==> src/rtl/ttuv_pkg.sv <==
// Package for the per-triangle tangent unit: payload structs, constants,
// controller/datapath command and status types. No dependencies.
package ttuv_pkg;

  localparam int unsigned TanFracBits = 15;
  localparam logic [15:0] TanCap = (TanFracBits >= 15) ? 16'd32767
                                   : 16'((32'd1 << TanFracBits) - 1);

  typedef struct packed {
    logic signed [31:0] pos_x;
    logic signed [31:0] pos_y;
    logic signed [31:0] pos_z;
    logic signed [19:0] tex_u;
    logic signed [19:0] tex_v;
  } vtx_t;

  typedef struct packed {
    logic signed [15:0] tangent_x;
    logic signed [15:0] tangent_y;
    logic signed [15:0] tangent_z;
    logic               degenerate;
  } tan_t;

  typedef enum logic [3:0] {
    ST_IDLE, ST_MUL1, ST_MUL2, ST_TAN, ST_MAX, ST_NORM, ST_SQ, ST_SQRT,
    ST_ROOT, ST_DIV, ST_OUT
  } state_e;

  typedef struct packed {
    logic load0;
    logic load1;
    logic load2;
    logic mul1;
    logic mul2;
    logic tan;
    logic maxc;
    logic norm;
    logic sq;
    logic sqrt_init;
    logic sqrt_step;
    logic div_init;
    logic div_step;
    logic out_load;
  } cmd_t;

  typedef struct packed {
    logic degen;
    logic sqrt_done;
    logic div_done;
  } sts_t;

endpackage

==> src/rtl/ttuv_ctrl.sv <==
// Controller of the tangent unit: corner counter and sequencing FSM.
// Uses ttuv_pkg.
module ttuv_ctrl import ttuv_pkg::*; (
  input  logic clk_i,
  input  logic rst_ni,
  input  logic in_fire_i,
  input  logic out_free_i,
  input  sts_t sts_i,
  output logic in_ready_o,
  output logic out_set_o,
  output cmd_t cmd_o
);

  state_e state_q, state_d;
  logic [1:0] corner_q, corner_d;

  always_ff @(posedge clk_i or negedge rst_ni) begin
    if (!rst_ni) begin
      state_q  <= ST_IDLE;
      corner_q <= 2'd0;
    end else begin
      state_q  <= state_d;
      corner_q <= corner_d;
    end
  end

  always_comb begin
    state_d    = state_q;
    corner_d   = corner_q;
    cmd_o      = '0;
    in_ready_o = 1'b0;
    out_set_o  = 1'b0;
    case (state_q)
      ST_IDLE: begin
        in_ready_o = 1'b1;
        if (in_fire_i) begin
          case (corner_q)
            2'd1: begin cmd_o.load1 = 1'b1; corner_d = 2'd2; end
            2'd2: begin cmd_o.load2 = 1'b1; corner_d = 2'd0; state_d = ST_MUL1; end
            default: begin cmd_o.load0 = 1'b1; corner_d = 2'd1; end
          endcase
        end
      end
      ST_MUL1: begin cmd_o.mul1 = 1'b1; state_d = ST_MUL2; end
      ST_MUL2: begin cmd_o.mul2 = 1'b1; state_d = ST_TAN; end
      ST_TAN:  begin cmd_o.tan  = 1'b1; state_d = ST_MAX; end
      ST_MAX:  begin cmd_o.maxc = 1'b1; state_d = ST_SQ; end
      ST_SQ:   begin cmd_o.sq   = 1'b1; state_d = ST_NORM; end
      ST_NORM: begin
        if (sts_i.degen) state_d = ST_OUT;
        else begin cmd_o.norm = 1'b1; state_d = ST_SQRT; end
      end
      ST_SQRT: begin
        cmd_o.sqrt_init = 1'b1;
        state_d = ST_ROOT;
      end
      ST_ROOT: begin
        if (!sts_i.sqrt_done) cmd_o.sqrt_step = 1'b1;
        else begin
          cmd_o.div_init = 1'b1;
          state_d = ST_DIV;
        end
      end
      ST_DIV: begin
        if (!sts_i.div_done) cmd_o.div_step = 1'b1;
        else state_d = ST_OUT;
      end
      ST_OUT: begin
        if (out_free_i) begin
          cmd_o.out_load = 1'b1;
          out_set_o = 1'b1;
          state_d = ST_IDLE;
        end
      end
      default: state_d = ST_IDLE;
    endcase
  end

endmodule

==> config.mk <==
export PLATFORM = sky130hd
export DESIGN_NAME = ttuv_ctrl
export DESIGN_NICKNAME = d
export VERILOG_FILES = /design/src/rtl/ttuv_pkg.sv /design/src/rtl/ttuv_ctrl.sv
export SDC_FILE = /design/constraint.sdc
export NUM_CORES = 1
export LEC_CHECK = 0
export BUFFER_PORTS_ARGS = -buffer_cell sky130_fd_sc_hd__buf_2
export CAP_MARGIN = 10
export CORE_AREA = 2 2 39 41
export DETAILED_ROUTE_END_ITERATION = 10
export DIE_AREA = 0 0 41 43
export GPL_ROUTABILITY_DRIVEN = 0
export PLACE_DENSITY = 0.75
export REMOVE_ABC_BUFFERS = 1
export SYNTH_ARGS = -nofsm -noshare
export SYNTH_HDL_FRONTEND = slang
export SYNTH_SLANG_ARGS = --single-unit
==> constraint.sdc <==
create_clock -name clk_i -period 2.31 [get_ports clk_i]
set_input_delay 0.1155 -clock clk_i [delete_from_list [all_inputs] [get_ports clk_i]]
set_output_delay 0.1155 -clock clk_i [all_outputs]
set_load 0.1 [all_outputs]
==> results of run 1 <==
[synth_stat cells (all sizes together), types with 2 or more instances]
| library cell | number | area share |
|---|---|---|
| ha | 3 | 0.074 |
| inv | 3 | 0.022 |
| nand2 | 4 | 0.034 |
| o22ai | 2 | 0.025 |
| nor3 | 7 | 0.069 |
| a21oi | 4 | 0.039 |
| o21bai | 2 | 0.030 |
| o21a | 2 | 0.030 |
| nand2b | 4 | 0.049 |
| buf | 5 | 0.059 |
| nor4 | 2 | 0.054 |
| nor2 | 2 | 0.015 |
| and3 | 3 | 0.037 |
| dfrtp | 6 | 0.30 |
[registers in the layout (all words and copies together) (netlist names)]
register  cells
state_q       4
corner_q      2
[final cells by class]
type                            instances  area, um^2
Sequential cell                         6       150.1
Clock buffer                            3       22.52
Multi-Input combinational cell         45       316.6
Fill cell                             146       743.2
Timing Repair Buffer                   23       120.1
Tap cell                               16       20.02
Inverter                                3       11.26
[how the worst min path moves through the flow]
stage,end,from,slack (ps),depth (start not counted)
floorplan,corner_q[0],rst_ni,-180,0
global placement,corner_q[0],rst_ni,-60,1
detailed placement,corner_q[0],rst_ni,-60,1
CTS,state_q[3],out_free_i,190,3
global route,state_q[3],out_free_i,230,3
finish,state_q[3],out_free_i,200,3
[worst reg2reg max path, cell delays in order, from the launching register on]
cell,delay (ps)
dfrtp_1,540
nor4_4,440
nand2_2,130
mux2_4,310
[per-stage QoR]
stage | hold slack (ps) | std cells | util
2_1_floorplan | -180.1 | 54 | -
3_3_place_gp | -60.83 | 92 | 0.4394
3_5_place_dp | -58.35 | 92 | 0.4394
4_1_cts | 191.0 | 96 | 0.4629
5_1_grt | 232.1 | 96 | 0.4629
6_report | 200.3 | 96 | 0.4629
[metal layers]
metal / global-route usage / part of all wire / vias up
met2: 0.1781 / 0.41 / 27
met5: 0 / 0 / -
met3: 0.01571 / 0.093 / 0
met1: 0.1854 / 0.50 / 202
li1: - / - / 253
met4: 0.09333 / 0 / 0
[cells by family (layout without fill, tap and decap cells)]
family,Yosys count,count (layout),synth area share
adder cells (fa/ha/maj),3,3,0.07390
AND/OR/NAND/NOR,26,26,0.3202
multiplexers,2,2,0.04925
AO/OA/AOI/OAI,14,14,0.1798
flip-flops,6,6,0.2956
buffers and inverters,8,29,0.08126
==> qor.txt, run 1 <==
Core ar. - 0.001384 mm^2
Synth unique cells - 27
Post-DP HPWL - 823.6 um
Worst-margin pin slew - 486.9 ps
Vias in the first global route - 388
R2R Path End - corner_q[1]
1st-iter DRT viols - 11
Design Area, Final - 640.6 um^2
Synth Register Bits - 6
Crit path capture type - output port
CP bufs+invs - 1
CP max stage delay - 540 ps
Routed Antenna Nets - 0
TritonCTS Buffers - 3
Initial antenna violation count - 0
Crit path DAT - 1870 ps
Setup crit end - cmd_o[13]
Post-DP Area - 608.1 um^2
Fin crit share - 0.8601
Critical path class - reg -> out
Worst hold-check path type - in -> reg
Synthesized area - 508.0 um^2
Final min period - 1987 ps
Asr flop ratio synth - 1.000
Number of synthesized flops with an enable pin - 0
Final Hold Viols - 0
Slew Viols, Final - 0
First-pass iteration count of the detailed router - 4
Crit path max fanout - 15
Worst reg2reg path depth - 3
CP startpoint kind - flip-flop
Hold_buf cts - 1
Buffers on Ports - 22
Nets - 92
Die ar. - 0.001763 mm^2
Place WS - 573.8 ps
Post-synthesis sequential area ratio - 0.2956
Fmax - 503.3 MHz
Vias after detailed routing - 482
Max_cap viols - 0
Rows - 14
Setup ws final - 323.2 ps
I/O Pins - 23
CTS Root Cell - clkbuf_4
Worst path slowest cell - dfrtp_1
Req. time, crit path - 2190 ps
DRC viols - 0
Most common cell after layout, fill and taps aside - buf_2
Synth Flop Type - dfrtp_1
H-tree depth - 1
Clk sinks - 6
R2R setup slack - 780 ps
Worst-path clk slew - 40 ps
Post-CTS Resized - 0
Critical-path cell list - nor4_4, and3_1, buf_2
Crit. path cell count - 3
TNS Setup - 0 ps
Largest net degree at the start of global routing - 16
Drt wl/cell - 11.47 um
Most frequent cells in the layout - buf_2 (22), nor3_1 (7), dfrtp_1 (6)
Post-Syn Instances - 59
Drt total wl - 1101 um
Vias per cell - 5.021
Skew final - 1.430 ps
Fraction of layout cells with a size suffix above 1 - 0.3625
Initial core utilization - 0.3671
Die Wd - 41 um
Layout area overhead - 26.11%
Post-CTS setup buffer count - 0
RSZ-0062 raised after global routing - false
Final setup viols - 0
Die Ht - 43 um
Yosys warning total - 0
Reg2reg start - state_q[0]
CTS tree - done
Outcome - completed
N_diodes - 0
GRT Util Overall - 0.1317
CTS max path bufs - 2
CP Launch Point - state_q[0]
Clk_lat worst skew - 240 ps
Gr ovfl total - 0
Worst rel slew slack - 0.6776
First-pass GRT wire length - 1566 um
Syn_area_per_cell - 8.610 um^2
Crit-path leading delay family - simple AND/OR/NAND/NOR gates
Power of run 1 is not shown: default switching activity piles up to over one toggle a cycle in this logic, so the estimate is an artifact.
==> run 2, diff against run 1 <==
- BUFFER_PORTS_ARGS: -buffer_cell sky130_fd_sc_hd__buf_2 -> not set
- DONT_BUFFER_PORTS: not set -> 1
- HOLD_SLACK_MARGIN: not set -> 0.06
- PLACE_DENSITY: 0.75 -> 0.6
- REMOVE_ABC_BUFFERS: 1 -> not set
==> qor.txt, run 2 (synthesized netlist as in run 1, its figures left out) <==
Critical path class - reg -> out (unchanged)
Hold path startpoint - out_free_i (unchanged)
Hold Path End - state_q[3] (unchanged)
Top Layer Used - met3 (unchanged)
Vias after detailed routing - 493 (was 482)
Met2 routed WL - 617 um (was 452 um)
Skew final - 2.514 ps (was 1.430 ps)
Max reg flops - 4 (unchanged)
CTS max path bufs - 2 (unchanged)
Post-DP HPWL - 943.5 um (was 823.6 um)
Place WS - 489.4 ps (was 573.8 ps)
Post-CTS Resized - 0 (unchanged)
Post-DP Area - 768.2 um^2 (was 608.1 um^2)
Met3 WL - 78 um (was 102 um)
Crit path capture type - output port (unchanged)
Worst hold-check path type - in -> reg (unchanged)
Hold path depth - 2 (was 3)
Number of fill cells - 130 (was 146)
Die ar. - 0.001763 mm^2 (unchanged)
First-pass GRT wire length - 1863 um (was 1566 um)
RSZ-0062 raised after global routing - false (unchanged)
Initial core utilization - 0.3671 (unchanged)
Hold_buf cts - 2 (was 1)
CTS tree - done (unchanged)
Layout area overhead - 59.61% (was 26.11%)
Fmax - 483.4 MHz (was 503.3 MHz)
Drt total wl - 1208 um (was 1101 um)
First-pass iteration count of the detailed router - 2 (was 4)
R2R Path End - corner_q[0] (was corner_q[1])
Drt wl/cell - 13.27 um (was 11.47 um)
Fin crit share - 0.8956 (was 0.8601)
Initial antenna violation count - 0 (unchanged)
1st-iter DRT viols - 16 (was 11)
Clk_lat worst skew - 240 ps (about the same)
Die Wd - 41 um (unchanged)
Worst-path clk slew - 50 ps (was 40 ps)
Vias per cell - 5.418 (was 5.021)
Most frequent cells in the layout - buf_4 (14), nor3_4 (7), dfrtp_1 (6) (was buf_2 (22), nor3_1 (7), dfrtp_1 (6))
Worst-margin pin slew - 675.6 ps (was 486.9 ps)
Largest net degree at the start of global routing - 16 (unchanged)
GRT Util Overall - 0.1559 (was 0.1317)
Core ar. - 0.001384 mm^2 (unchanged)
Setup ws final - 241.2 ps (was 323.2 ps)
Most common cell after layout, fill and taps aside - buf_4 (was buf_2)
Post-Syn Nets - 69
Worst rel slew slack - 0.5496 (was 0.6776)
Outcome - completed (unchanged)
Vias in the first global route - 448 (was 388)
Die Ht - 43 um (unchanged)
TNS Setup - 0 ps (unchanged)
Biggest regs - state_q: 4 flops, corner_q: 2 flops (unchanged)
Routed Antenna Nets - 0 (unchanged)
Max_cap viols - 0 (unchanged)
Buffers on Ports - 0 (was 22)
R2R setup slack - 540 ps (was 780 ps)
Final min period - 2069 ps (was 1987 ps)
N_diodes - 0 (unchanged)
CP startpoint kind - flip-flop (unchanged)
Design Area, Final - 810.8 um^2 (was 640.6 um^2)
Crit path max fanout - 11 (was 15)
Slew Viols, Final - 0 (unchanged)
Nets - 87 (was 92)
Final setup viols - 0 (unchanged)
Fraction of layout cells with a size suffix above 1 - 0.4933 (was 0.3625)
I/O Pins - 23 (unchanged)
TritonCTS Buffers - 3 (unchanged)
Crit path DAT - 1950 ps (was 1870 ps)
Clk sinks - 6 (unchanged)
Req. time, crit path - 2190 ps (about the same)
Post-CTS setup buffer count - 0 (unchanged)
Final Hold Viols - 0 (unchanged)
DRC viols - 0 (unchanged)
Rows - 14 (unchanged)
CTS Root Cell - clkbuf_4 (unchanged)
Most flop-heavy register - state_q (unchanged)
Gr ovfl total - 0 (unchanged)
DRT met1 WL - 512 um (was 545 um)
H-tree depth - 1 (unchanged)
Worst reg2reg path depth - 3 (unchanged)
Reg2reg start - state_q[3] (was state_q[0])
## run 2: cell count changes in the layout (fill, tap and decap cells not counted), sizes merged
cell | previous run | this run
dlygate4sd3 | 1 | 2
buf | 22 | 16
## run 2: worst max-delay path, cell delays in order, from the launching register on
cell      delay [ps]
dfrtp_1          680
nand2b_1         370
nor4b_4          330
buf_4            330
## run 2: worst max-delay path by stage
| stage | from | end | slack (ps) | cells past startpoint |
|---|---|---|---|---|
| 2_1_floorplan | state_q[2] | cmd_o[2] | -420 | 3 |
| 3_3_place_gp | state_q[0] | cmd_o[1] | 520 | 3 |
| 3_5_place_dp | state_q[3] | cmd_o[2] | 490 | 3 |
| 4_1_cts | state_q[3] | cmd_o[2] | 220 | 3 |
| 5_1_grt | state_q[3] | cmd_o[2] | 130 | 3 |
| 6_report | state_q[3] | cmd_o[2] | 240 | 3 |
## run 2: per-layer routing
layer  track usage  vias to the layer above
met1        0.2178                      234
met5             0                        -
li1              -                      244
met2        0.2281                       15
met4       0.02000                        0
met3       0.06283                        0
## run 2: area by class of cell
class / count / area (um^2) / area share
Clock buffer: 3 / 22.52 / 0.02778
Tap cell: 16 / 20.02 / 0.02469
Multi-Input combinational cell: 45 / 434.2 / 0.5355
Inverter: 3 / 11.26 / 0.01389
Sequential cell: 6 / 150.1 / 0.1852
Timing Repair Buffer: 18 / 172.7 / 0.2130
## run 2: stage by stage
stage,hold WS [ps],util,instances
3_5_place_dp,-179.9,0.5552,86
5_1_grt,94.51,0.5859,91
2_1_floorplan,-180.1,-,59
6_report,75.69,0.5859,91
4_1_cts,73.47,0.5859,91
3_3_place_gp,-179.9,0.5552,86
Power of run 2 is left out for the same reason.
==> run 3, diff against run 2 <==
- GPL_ROUTABILITY_DRIVEN: 0 -> not set
- REMOVE_ABC_BUFFERS: not set -> 1
==> qor.txt, run 3 (synthesized netlist as in run 1, its figures left out) <==
Crit path capture type - output port (unchanged)
Vias after detailed routing - 493 (unchanged)
Buffers on Ports - 0 (unchanged)
Crit path DAT - 1870 ps (was 1950 ps)
Vias in the first global route - 517 (was 448)
Max reg flops - 4 (unchanged)
Outcome - completed (unchanged)
CTS max path bufs - 2 (unchanged)
Worst reg2reg path depth - 4 (was 3)
RSZ-0062 raised after global routing - false (unchanged)
Rows - 14 (unchanged)
Routability cong. - 0.7700
Most flop-heavy register - state_q (unchanged)
Critical path class - reg -> out (unchanged)
Drt wl/cell - 14.47 um (was 13.27 um)
Routed Antenna Nets - 0 (unchanged)
Most frequent cells in the layout - clkbuf_16 (9), nor3_2 (7), dfrtp_1 (6) (was buf_4 (14), nor3_4 (7), dfrtp_1 (6))
Post-DP HPWL - 1026 um (was 943.5 um)
Skew final - 1.526 ps (was 2.514 ps)
Fmax - 503.9 MHz (was 483.4 MHz)
CTS tree - done (unchanged)
Fin crit share - 0.8591 (was 0.8956)
GRT Util Overall - 0.1763 (was 0.1559)
CTS Root Cell - clkbuf_4 (unchanged)
DRC viols - 0 (unchanged)
Hold path startpoint - out_free_i (unchanged)
First-pass GRT wire length - 2125 um (was 1863 um)
First-pass iteration count of the detailed router - 2 (unchanged)
Worst rel slew slack - 0.6314 (was 0.5496)
Worst-path clk slew - 40 ps (was 50 ps)
Die Ht - 43 um (unchanged)
Final min period - 1984 ps (was 2069 ps)
Number of fill cells - 114 (was 130)
Fraction of layout cells with a size suffix above 1 - 0.4595 (was 0.4933)
Crit path max fanout - 11 (unchanged)
I/O Pins - 23 (unchanged)
Post-CTS setup buffer count - 0 (unchanged)
Die Wd - 41 um (unchanged)
Req. time, crit path - 2190 ps (about the same)
Max_cap viols - 0 (unchanged)
H-tree depth - 1 (unchanged)
Layout area overhead - 75.86% (was 59.61%)
N_diodes - 0 (unchanged)
Worst hold-check path type - in -> reg (unchanged)
TritonCTS Buffers - 3 (unchanged)
R2R Path End - corner_q[0] (unchanged)
Die ar. - 0.001763 mm^2 (unchanged)
Gr ovfl total - 0 (unchanged)
WHS - 80.47 ps (was 75.69 ps)
Nets - 86 (was 87)
Slew Viols, Final - 0 (unchanged)
Initial antenna violation count - 0 (unchanged)
Biggest regs - state_q: 4 flops, corner_q: 2 flops (unchanged)
Final Hold Viols - 0 (unchanged)
Clk sinks - 6 (unchanged)
Hold Path End - state_q[3] (unchanged)
Hold path depth - 2 (unchanged)
Worst-margin pin slew - 552.9 ps (was 675.6 ps)
Initial core utilization - 0.3671 (unchanged)
Clk_lat worst skew - 240 ps (about the same)
Largest net degree at the start of global routing - 16 (unchanged)
Most common cell after layout, fill and taps aside - clkbuf_16 (was buf_4)
R2R setup slack - 590 ps (was 540 ps)
Final setup viols - 0 (unchanged)
Drt total wl - 1302 um (was 1208 um)
Vias per cell - 5.478 (was 5.418)
1st-iter DRT viols - 1 (was 16)
Core ar. - 0.001384 mm^2 (unchanged)
Reg2reg start - state_q[1] (was state_q[3])
CP startpoint kind - flip-flop (unchanged)
[run 3: cell types whose count changed in the layout (fill, tap and decap cells not counted), sizes merged]
cell	delta
buf	-9
clkbuf	+9
dlygate4sd3	-1
[run 3: metal layers]
layer	GRT usage	up-vias	wire [um]
met5	0	-	0
met4	0.06000	0	16
met3	0.06283	2	110
met2	0.2750	23	618
met1	0.2152	230	557
li1	-	238	-
[run 3: worst max-delay path by stage]
| stage | endpoint | start | cells past startpoint | slack [ps] |
|---|---|---|---|---|
| floorplan | cmd_o[0] | state_q[0] | 2 | -2600 |
| global placement | corner_q[0] | state_q[0] | 4 | 640 |
| detailed placement | cmd_o[2] | state_q[3] | 3 | 600 |
| CTS | cmd_o[2] | state_q[3] | 3 | 330 |
| global route | cmd_o[0] | state_q[3] | 3 | 220 |
| finish | cmd_o[2] | state_q[3] | 3 | 330 |
[run 3: per-stage QoR]
| stage | utilization | instances | worst slack [ps] | TNS, ps | instance area [um^2] |
|---|---|---|---|---|---|
| floorplan | - | 54 | -2598 | -14610 | 478.0 |
| global placement | 0.6221 | 86 | 639.9 | 0 | 860.8 |
| detailed placement | 0.6221 | 86 | 599.1 | 0 | 860.8 |
| CTS | 0.6456 | 90 | 327.9 | 0 | 893.4 |
| global route | 0.6456 | 90 | 223.4 | 0 | 893.4 |
| finish | 0.6456 | 90 | 325.5 | 0 | 893.4 |
[run 3: final cells by class]
type                            instances  area, um^2  area share
Timing Repair Buffer                   17       320.3      0.3585
Multi-Input combinational cell         45       369.1      0.4132
Clock buffer                            3       22.52     0.02521
Sequential cell                         6       150.1      0.1681
Inverter                                3       11.26     0.01261
Tap cell                               16       20.02     0.02241
[run 3: timing repair]
action	in CTS	in global routing
gates resized for setup	0	0
hold buffers	1	0
endpoints found under the hold margin	6	0
[run 3: critical path: stages (launching register included)]
cell	delay [ps]
dfrtp_1	630
nand2b_1	280
nor4b_2	430
clkbuf_16	280
Power of run 3 is left out for the same reason.
